[src/design/trial_division_factorizer_top_defines.svh]
// ----------------------------------------------------------------------------
// Trial division factorizer assertion macros
// Concurrent assertion wrappers, compiled out for synthesis.
// ----------------------------------------------------------------------------
`ifndef TRIAL_DIVISION_FACTORIZER_TOP_DEFINES_SVH
`define TRIAL_DIVISION_FACTORIZER_TOP_DEFINES_SVH

`ifndef SYNTHESIS

// Implication or plain property, checked on every rising edge outside reset.
`define TDF_ASSERT(lbl, clk, rst_n, prop, msg) \
    lbl: assert property (@(posedge clk) disable iff (!rst_n) prop) else $error(msg);

// Condition that must never be true outside reset.
`define TDF_NEVER(lbl, clk, rst_n, cond, msg) \
    lbl: assert property (@(posedge clk) disable iff (!rst_n) !(cond)) else $error(msg);

`else

`define TDF_ASSERT(lbl, clk, rst_n, prop, msg)
`define TDF_NEVER(lbl, clk, rst_n, cond, msg)

`endif

`endif

[src/design/tdf_pkg.sv]
// ----------------------------------------------------------------------------
// Trial division factorizer package
// Shared width default, sequencer states and divider status type.
// ----------------------------------------------------------------------------
`default_nettype none

package tdf_pkg;

    localparam int NUM_BITS_DEF = 32;

    typedef enum logic [1:0] {
        ST_IDLE,
        ST_DIVIDE,
        ST_PUSH
    } tdf_state_t;

    // divider status towards the sequencer
    typedef struct packed {
        logic busy;
        logic done;
    } tdf_div_stat_t;

endpackage

`default_nettype wire

[src/design/tdf_div.sv]
// ----------------------------------------------------------------------------
// Trial division factorizer bit-serial divider
// Restoring divider, one quotient bit per cycle.
// ----------------------------------------------------------------------------
`default_nettype none

`include "trial_division_factorizer_top_defines.svh"

module tdf_div #(
    parameter int NUM_BITS = 32
) (
    input  wire logic                  clk,
    input  wire logic                  rst_n,
    input  wire logic                  start,
    input  wire logic [NUM_BITS-1:0]   dividend,
    input  wire logic [NUM_BITS-1:0]   divisor,
    output logic [NUM_BITS-1:0]        quotient,
    output logic [NUM_BITS-1:0]        remainder,
    output tdf_pkg::tdf_div_stat_t     stat
);

    import tdf_pkg::*;

    localparam int CNT_W = $clog2(NUM_BITS);
    localparam logic [CNT_W-1:0] CNT_LAST = CNT_W'(NUM_BITS - 1);

    logic                busy_reg, busy_next;
    logic                done_reg, done_next;
    logic [CNT_W-1:0]    cnt_reg, cnt_next;
    logic [NUM_BITS-1:0] quo_reg, quo_next;
    logic [NUM_BITS-1:0] rem_reg, rem_next;
    logic [NUM_BITS-1:0] dsr_reg, dsr_next;

    logic [NUM_BITS:0]   rem_shift;
    logic [NUM_BITS:0]   diff;
    logic                fits;

    // shift next dividend bit into the partial remainder, try the subtract
    assign rem_shift = {rem_reg, quo_reg[NUM_BITS-1]};
    assign diff      = rem_shift - {1'b0, dsr_reg};
    assign fits      = ~diff[NUM_BITS];

    always_comb
    begin
        busy_next = busy_reg;
        done_next = 1'b0;
        cnt_next  = cnt_reg;
        quo_next  = quo_reg;
        rem_next  = rem_reg;
        dsr_next  = dsr_reg;
        if (start)
        begin
            busy_next = 1'b1;
            cnt_next  = CNT_LAST;
            quo_next  = dividend;
            rem_next  = '0;
            dsr_next  = divisor;
        end
        else if (busy_reg)
        begin
            quo_next = {quo_reg[NUM_BITS-2:0], fits};
            rem_next = fits ? diff[NUM_BITS-1:0] : rem_shift[NUM_BITS-1:0];
            if (cnt_reg == '0)
            begin
                busy_next = 1'b0;
                done_next = 1'b1;
            end
            else
            begin
                cnt_next = cnt_reg - 1'b1;
            end
        end
    end

    always_ff @(posedge clk or negedge rst_n)
    begin
        if (!rst_n)
        begin
            busy_reg <= 1'b0;
            done_reg <= 1'b0;
            cnt_reg  <= '0;
        end
        else
        begin
            busy_reg <= busy_next;
            done_reg <= done_next;
            cnt_reg  <= cnt_next;
        end
    end

    always_ff @(posedge clk)
    begin
        quo_reg <= quo_next;
        rem_reg <= rem_next;
        dsr_reg <= dsr_next;
    end

    assign quotient  = quo_reg;
    assign remainder = rem_reg;
    assign stat.busy = busy_reg;
    assign stat.done = done_reg;

    `TDF_NEVER(a_start_while_busy, clk, rst_n, start && busy_reg, "divider restarted while busy")
    `TDF_ASSERT(a_done_after_busy, clk, rst_n, done_reg |-> $past(busy_reg), "done without a division")
    `TDF_ASSERT(a_rem_bound, clk, rst_n, (busy_reg && dsr_reg != '0) |-> rem_reg < dsr_reg, "partial remainder not below divisor")

endmodule

`default_nettype wire

[src/design/trial_division_factorizer_top.sv]
// ----------------------------------------------------------------------------
// Trial division factorizer
// Splits an unsigned number into its prime factors, smallest first.
// ----------------------------------------------------------------------------
// One request on the input channel carries a NUM_BITS-bit number; the block
// answers with its prime factors in ascending order, with multiplicity, one
// per output request, and raises last on the final one. Input 1 gives the
// single factor 1; input 0 gives one request with factor 0, last and error
// set. Trial divisors are 2 and then every odd number, tried while the
// divisor does not exceed the quotient (i.e. up to the square root of the
// remaining cofactor); whatever survives is the last prime. Every trial is
// one pass of a bit-serial restoring divider; a found factor then waits
// in the pending register until the output register is free, however long
// the consumer keeps the output register stalled.
// One number is worked on at a time; the next is taken as soon as the last
// factor of the previous one sits in the output register, even while the
// consumer still stalls it. 0 and 1 pass straight to the output.
// ----------------------------------------------------------------------------
`default_nettype none

`include "trial_division_factorizer_top_defines.svh"

module trial_division_factorizer_top #(
    parameter int NUM_BITS = tdf_pkg::NUM_BITS_DEF
) (
    input  wire logic                clk,
    input  wire logic                rst_n,
    // input channel
    input  wire logic                in_valid,
    output logic                     in_stall,
    input  wire logic [NUM_BITS-1:0] number,
    // output channel
    output logic                     out_valid,
    input  wire logic                out_stall,
    output logic [NUM_BITS-1:0]      factor,
    output logic                     last,
    output logic                     error
);

    import tdf_pkg::*;

    // sequencer
    tdf_state_t          state_reg, state_next;
    logic                start_reg, start_next;

    // working cofactor and current trial divisor
    logic [NUM_BITS-1:0] n_reg, n_next;
    logic [NUM_BITS-1:0] d_reg, d_next;

    // factor waiting for the output register
    logic [NUM_BITS-1:0] pend_factor_reg, pend_factor_next;
    logic                pend_last_reg, pend_last_next;
    logic                pend_error_reg, pend_error_next;

    // output register
    logic                out_valid_reg, out_valid_next;
    logic [NUM_BITS-1:0] factor_reg, factor_next;
    logic                last_reg, last_next;
    logic                error_reg, error_next;

    logic [NUM_BITS-1:0] quotient;
    logic [NUM_BITS-1:0] remainder;
    tdf_div_stat_t       div_stat;
    logic                out_free;

    tdf_div #(
        .NUM_BITS (NUM_BITS)
    ) u_div (
        .clk       (clk),
        .rst_n     (rst_n),
        .start     (start_reg),
        .dividend  (n_reg),
        .divisor   (d_reg),
        .quotient  (quotient),
        .remainder (remainder),
        .stat      (div_stat)
    );

    // output register can take a new request this cycle
    assign out_free = !out_valid_reg || !out_stall;

    always_comb
    begin
        state_next       = state_reg;
        start_next       = 1'b0;
        n_next           = n_reg;
        d_next           = d_reg;
        pend_factor_next = pend_factor_reg;
        pend_last_next   = pend_last_reg;
        pend_error_next  = pend_error_reg;
        out_valid_next   = out_valid_reg && out_stall;
        factor_next      = factor_reg;
        last_next        = last_reg;
        error_next       = error_reg;

        unique case (state_reg)
            ST_IDLE:
            begin
                if (in_valid)
                begin
                    n_next = number;
                    d_next = NUM_BITS'(2);
                    if (number == '0)
                    begin
                        // cannot be factored
                        pend_factor_next = '0;
                        pend_last_next   = 1'b1;
                        pend_error_next  = 1'b1;
                        state_next       = ST_PUSH;
                    end
                    else if (number == NUM_BITS'(1))
                    begin
                        pend_factor_next = NUM_BITS'(1);
                        pend_last_next   = 1'b1;
                        pend_error_next  = 1'b0;
                        state_next       = ST_PUSH;
                    end
                    else
                    begin
                        start_next = 1'b1;
                        state_next = ST_DIVIDE;
                    end
                end
            end

            ST_DIVIDE:
            begin
                if (div_stat.done)
                begin
                    pend_error_next = 1'b0;
                    if (d_reg > quotient)
                    begin
                        // past the square root: cofactor is prime
                        pend_factor_next = n_reg;
                        pend_last_next   = 1'b1;
                        state_next       = ST_PUSH;
                    end
                    else if (remainder == '0)
                    begin
                        // divide out and retry the same divisor
                        pend_factor_next = d_reg;
                        pend_last_next   = 1'b0;
                        n_next           = quotient;
                        state_next       = ST_PUSH;
                    end
                    else
                    begin
                        d_next     = (d_reg == NUM_BITS'(2)) ? NUM_BITS'(3)
                                                             : d_reg + NUM_BITS'(2);
                        start_next = 1'b1;
                    end
                end
            end

            ST_PUSH:
            begin
                if (out_free)
                begin
                    out_valid_next = 1'b1;
                    factor_next    = pend_factor_reg;
                    last_next      = pend_last_reg;
                    error_next     = pend_error_reg;
                    if (pend_last_reg)
                    begin
                        state_next = ST_IDLE;
                    end
                    else
                    begin
                        start_next = 1'b1;
                        state_next = ST_DIVIDE;
                    end
                end
            end

            default:
            begin
                state_next = ST_IDLE;
            end
        endcase
    end

    always_ff @(posedge clk or negedge rst_n)
    begin
        if (!rst_n)
        begin
            state_reg     <= ST_IDLE;
            start_reg     <= 1'b0;
            out_valid_reg <= 1'b0;
        end
        else
        begin
            state_reg     <= state_next;
            start_reg     <= start_next;
            out_valid_reg <= out_valid_next;
        end
    end

    always_ff @(posedge clk)
    begin
        n_reg           <= n_next;
        d_reg           <= d_next;
        pend_factor_reg <= pend_factor_next;
        pend_last_reg   <= pend_last_next;
        pend_error_reg  <= pend_error_next;
        factor_reg      <= factor_next;
        last_reg        <= last_next;
        error_reg       <= error_next;
    end

    assign in_stall  = (state_reg != ST_IDLE);
    assign out_valid = out_valid_reg;
    assign factor    = factor_reg;
    assign last      = last_reg;
    assign error     = error_reg;

    `TDF_ASSERT(a_done_in_divide, clk, rst_n, div_stat.done |-> state_reg == ST_DIVIDE, "divider finished outside a trial")
    `TDF_ASSERT(a_busy_in_divide, clk, rst_n, div_stat.busy |-> state_reg == ST_DIVIDE, "divider running outside a trial")
    `TDF_ASSERT(a_error_form, clk, rst_n, (out_valid_reg && error_reg) |-> (factor_reg == '0 && last_reg), "error request malformed")
    `TDF_ASSERT(a_mid_factor, clk, rst_n, (out_valid_reg && !last_reg) |-> (factor_reg >= NUM_BITS'(2) && !error_reg), "intermediate factor malformed")

endmodule

`default_nettype wire
[config.mk]
export PLATFORM = sky130hd
export DESIGN_NAME = trial_division_factorizer_top
export DESIGN_NICKNAME = d
export VERILOG_FILES = /design/src/design/tdf_pkg.sv /design/src/design/tdf_div.sv /design/src/design/trial_division_factorizer_top.sv
export VERILOG_INCLUDE_DIRS = /design/src /design/src/design
export SDC_FILE = /design/constraint.sdc
export NUM_CORES = 1
export LEC_CHECK = 0
export BUFFER_PORTS_ARGS = -buffer_cell sky130_fd_sc_hd__buf_2
export CAP_MARGIN = 25
export CELL_PAD_IN_SITES_DETAIL_PLACEMENT = 2
export CELL_PAD_IN_SITES_GLOBAL_PLACEMENT = 2
export CORE_ASPECT_RATIO = 1.5
export CORE_UTILIZATION = 35
export CTS_CLUSTER_DIAMETER = 100
export CTS_CLUSTER_SIZE = 28
export DETAILED_ROUTE_END_ITERATION = 8
export HOLD_SLACK_MARGIN = 0.1
export PLACE_DENSITY = 0.79
export SETUP_SLACK_MARGIN = 0.4
export SLEW_MARGIN = 5
export SYNTH_ARGS = -nofsm -noshare
export SYNTH_HDL_FRONTEND = slang
export SYNTH_SLANG_ARGS = --single-unit
[constraint.sdc]
create_clock -name clk -period 5.36 [get_ports clk]
set_input_delay 0.536 -clock clk [delete_from_list [all_inputs] [get_ports clk]]
set_output_delay 0.536 -clock clk [all_outputs]
set_load 0.05 [all_outputs]
==> flow_summary.json <==
{
  "worstPathMaxFanout": 32,
  "fillCellCount": 3821,
  "p_total_mw": 7.67,
  "final_common_cell": "edfxtp_1",
  "finalSetupViolCount": 0,
  "critPathKind": "reg2reg",
  "grt_pass1_vias": 10524,
  "max-cap-violations": 0,
  "layout.cells.non_filler": 1728,
  "arrival_ps": 3980,
  "endpoint_kind": "flop",
  "clock_skew_ps": 16.4,
  "slew_headroom_pct": 35.7,
  "cts_buffer_depth": 3,
  "grt_pass1_wl_um": 59800,
  "drive_above_1_share_pct": 11.4,
  "fp.dieW_um": 158,
  "final_nets": 1348,
  "area_delta_synth_final_pct": 9.55,
  "portBuffers": 71,
  "regToRegSetupSlack_ps": 1530,
  "ant_nets": 0,
  "fin_crit_sh_pct": 71.4,
  "coreArea_um2": 35800,
  "tns_ps": 0,
  "crit_end": "d_reg[12]",
  "cts_buffers": 12,
  "synth_top_area_share_pct": 46.2,
  "final_cell_mix": "edfxtp_1, nand2_1, nor2_1, o21ai_0, inv_1",
  "hold_viol": 0,
  "ys.warnings.count": 0,
  "drtIter0Drc": 454,
  "reg2reg_to": "d_reg[12]",
  "avgSynthCellArea_um2": 10.6,
  "grt.overflow.total": 0,
  "ys_seq_elements": 239,
  "cts_tree": "done",
  "outcome": "complete, no violations",
  "power_leakage_nw": 5.28,
  "r2r_start": "d_reg[1]",
  "track_usage_pct": 21.0,
  "ys_seq_area_share_pct": 53.4,
  "clockRootBuffer": "clkbuf_16",
  "finalMaxSlewViolations": 0,
  "ys_types": 70,
  "grt_antenna_before_repair": 0,
  "tightest_slew_ps": 940,
  "ctsResizeCount": 0,
  "cts.sinks": 239,
  "cp.required_ps": 5510,
  "die-area_um2": 37200,
  "drt-pass1-iter-count": 5,
  "insertion_delay_ps": 510,
  "clk_pin_slew_ps": 120,
  "vias": 9394,
  "power_density_nw_per_um2": 549,
  "fmax_mhz": 261,
  "syn-cell-area_um2": 12700,
  "avgRoutedWirePerCell_um": 22.1,
  "min_period_ps": 3830,
  "rows": 85,
  "dp_hpwl_um": 28100,
  "initial_core_util_pct": 35.6,
  "dp_cells": 1706,
  "h-tree-depth": 1,
  "fp.dieH_um": 236,
  "ys.flop_type": "edfxtp_1",
  "avgViaCountPerCell": 5.44,
  "wl_um": 38300,
  "worstRegToRegCells": 12,
  "gp_congestion": 0.804,
  "timing.hold.ws_ps": 327,
  "grt_max_degree": 76,
  "postSynthCellCount": 1198,
  "cts_setup_buffers": 0,
  "vdd_drop_max_mv": 0.302,
  "synthArstFlopShare_pct": 4.60,
  "pin_count": 72,
  "startpoint": "d_reg[1]",
  "post-synth-top-area-cell": "edfxtp_1",
  "hold_class": "in2reg",
  "synth.top_cells.by_area": "edfxtp_1, ha_1, dfxtp_1",
  "synth_edf_count": 196,
  "rsz0062_at_grt": "no",
  "syn_nets": 1302,
  "drc": 0,
  "antenna_cells": 0,
  "worst_setup_path_start_kind": "flop"
}
## cell usage after synthesis (22+ instances only)
cell	n
nand3_1	30
nand2_1	164
inv_1	75
xnor2_1	22
ha_1	67
nor4_1	24
clkbuf_1	37
nand4_1	26
dfxtp_1	32
nor2_1	121
edfxtp_1	196
a21oi_1	48
xor2_1	36
mux2i_1	31
o21ai_0	92
## routing by layer
metal  routed length [µm]  vias up  track usage, %
li1                     -     4409               -
met1                15000     4845            23.6
met2                21700      107            41.3
met3                  613       33            1.31
met4                  932        0            6.15
met5                    0        -               0
## cell type report
| type | instances | area [µm²] | area share (%) |
|---|---|---|---|
| clock buffer | 18 | 344 | 2.46 |
| clock inverter | 2 | 17.5 | 0.125 |
| inverter | 75 | 282 | 2.02 |
| multi-input combinational | 832 | 5440 | 39.0 |
| sequential | 239 | 6810 | 48.7 |
| tap | 478 | 598 | 4.28 |
| timing repair buffer | 84 | 475 | 3.41 |
## logic make-up after synthesis
| family | Yosys count | synth area share (%) |
|---|---|---|
| flops | 239 | 53.4 |
| fa+ha+maj | 68 | 6.73 |
| xor+xnor | 60 | 4.33 |
| mux | 34 | 2.70 |
| simple gates | 433 | 15.6 |
| buf+inv | 127 | 4.41 |
| compound gates | 237 | 12.9 |
## timing repair
item | CTS | global route
hold endpoints to repair | 11 | 0
endpoints found under the setup margin | 0 | 0
hold buffers | 1 | 0
## how the worst min path moves through the flow
stage                                    from          to  slack [ps]  depth (start not counted)
final                              number[12]   n_reg[12]         330                          3
after global placement    pend_factor_reg[19]  factor[19]         400                          0
after global routing                number[8]    n_reg[8]         340                          3
after detailed placement  pend_factor_reg[15]  factor[15]         410                          0
after floorplan                         rst_n   out_valid         240                          0
after CTS                          number[12]   n_reg[12]         320                          3
## per-stage QoR
stage	worst slack (ps)	instance area [µm²]	util, %
floorplan	529	12700	-
global placement	1580	13600	37.8
detailed placement	1360	13600	37.8
CTS	1310	13900	38.9
global route	1330	14000	39.0
finish	1530	14000	39.0
## power by group
group | switching [mW] | internal [mW]
combinational | 2.28 | 1.43
sequential | 0.348 | 2.53
clock | 0.620 | 0.460
total | 3.25 | 4.42
## critical path, stage by stage (launching register included)
cell      delay (ps)
edfxtp_1         570
ha_1             380
nor2b_1          140
o21ai_0          200
nand2b_1         100
a21oi_1          290
o221ai_1         180
a21oi_1          210
o31ai_1          120
o21ai_4          270
and2_1           400
a22o_1           180
buf_4            390
(Power assumes the default switching activity.)
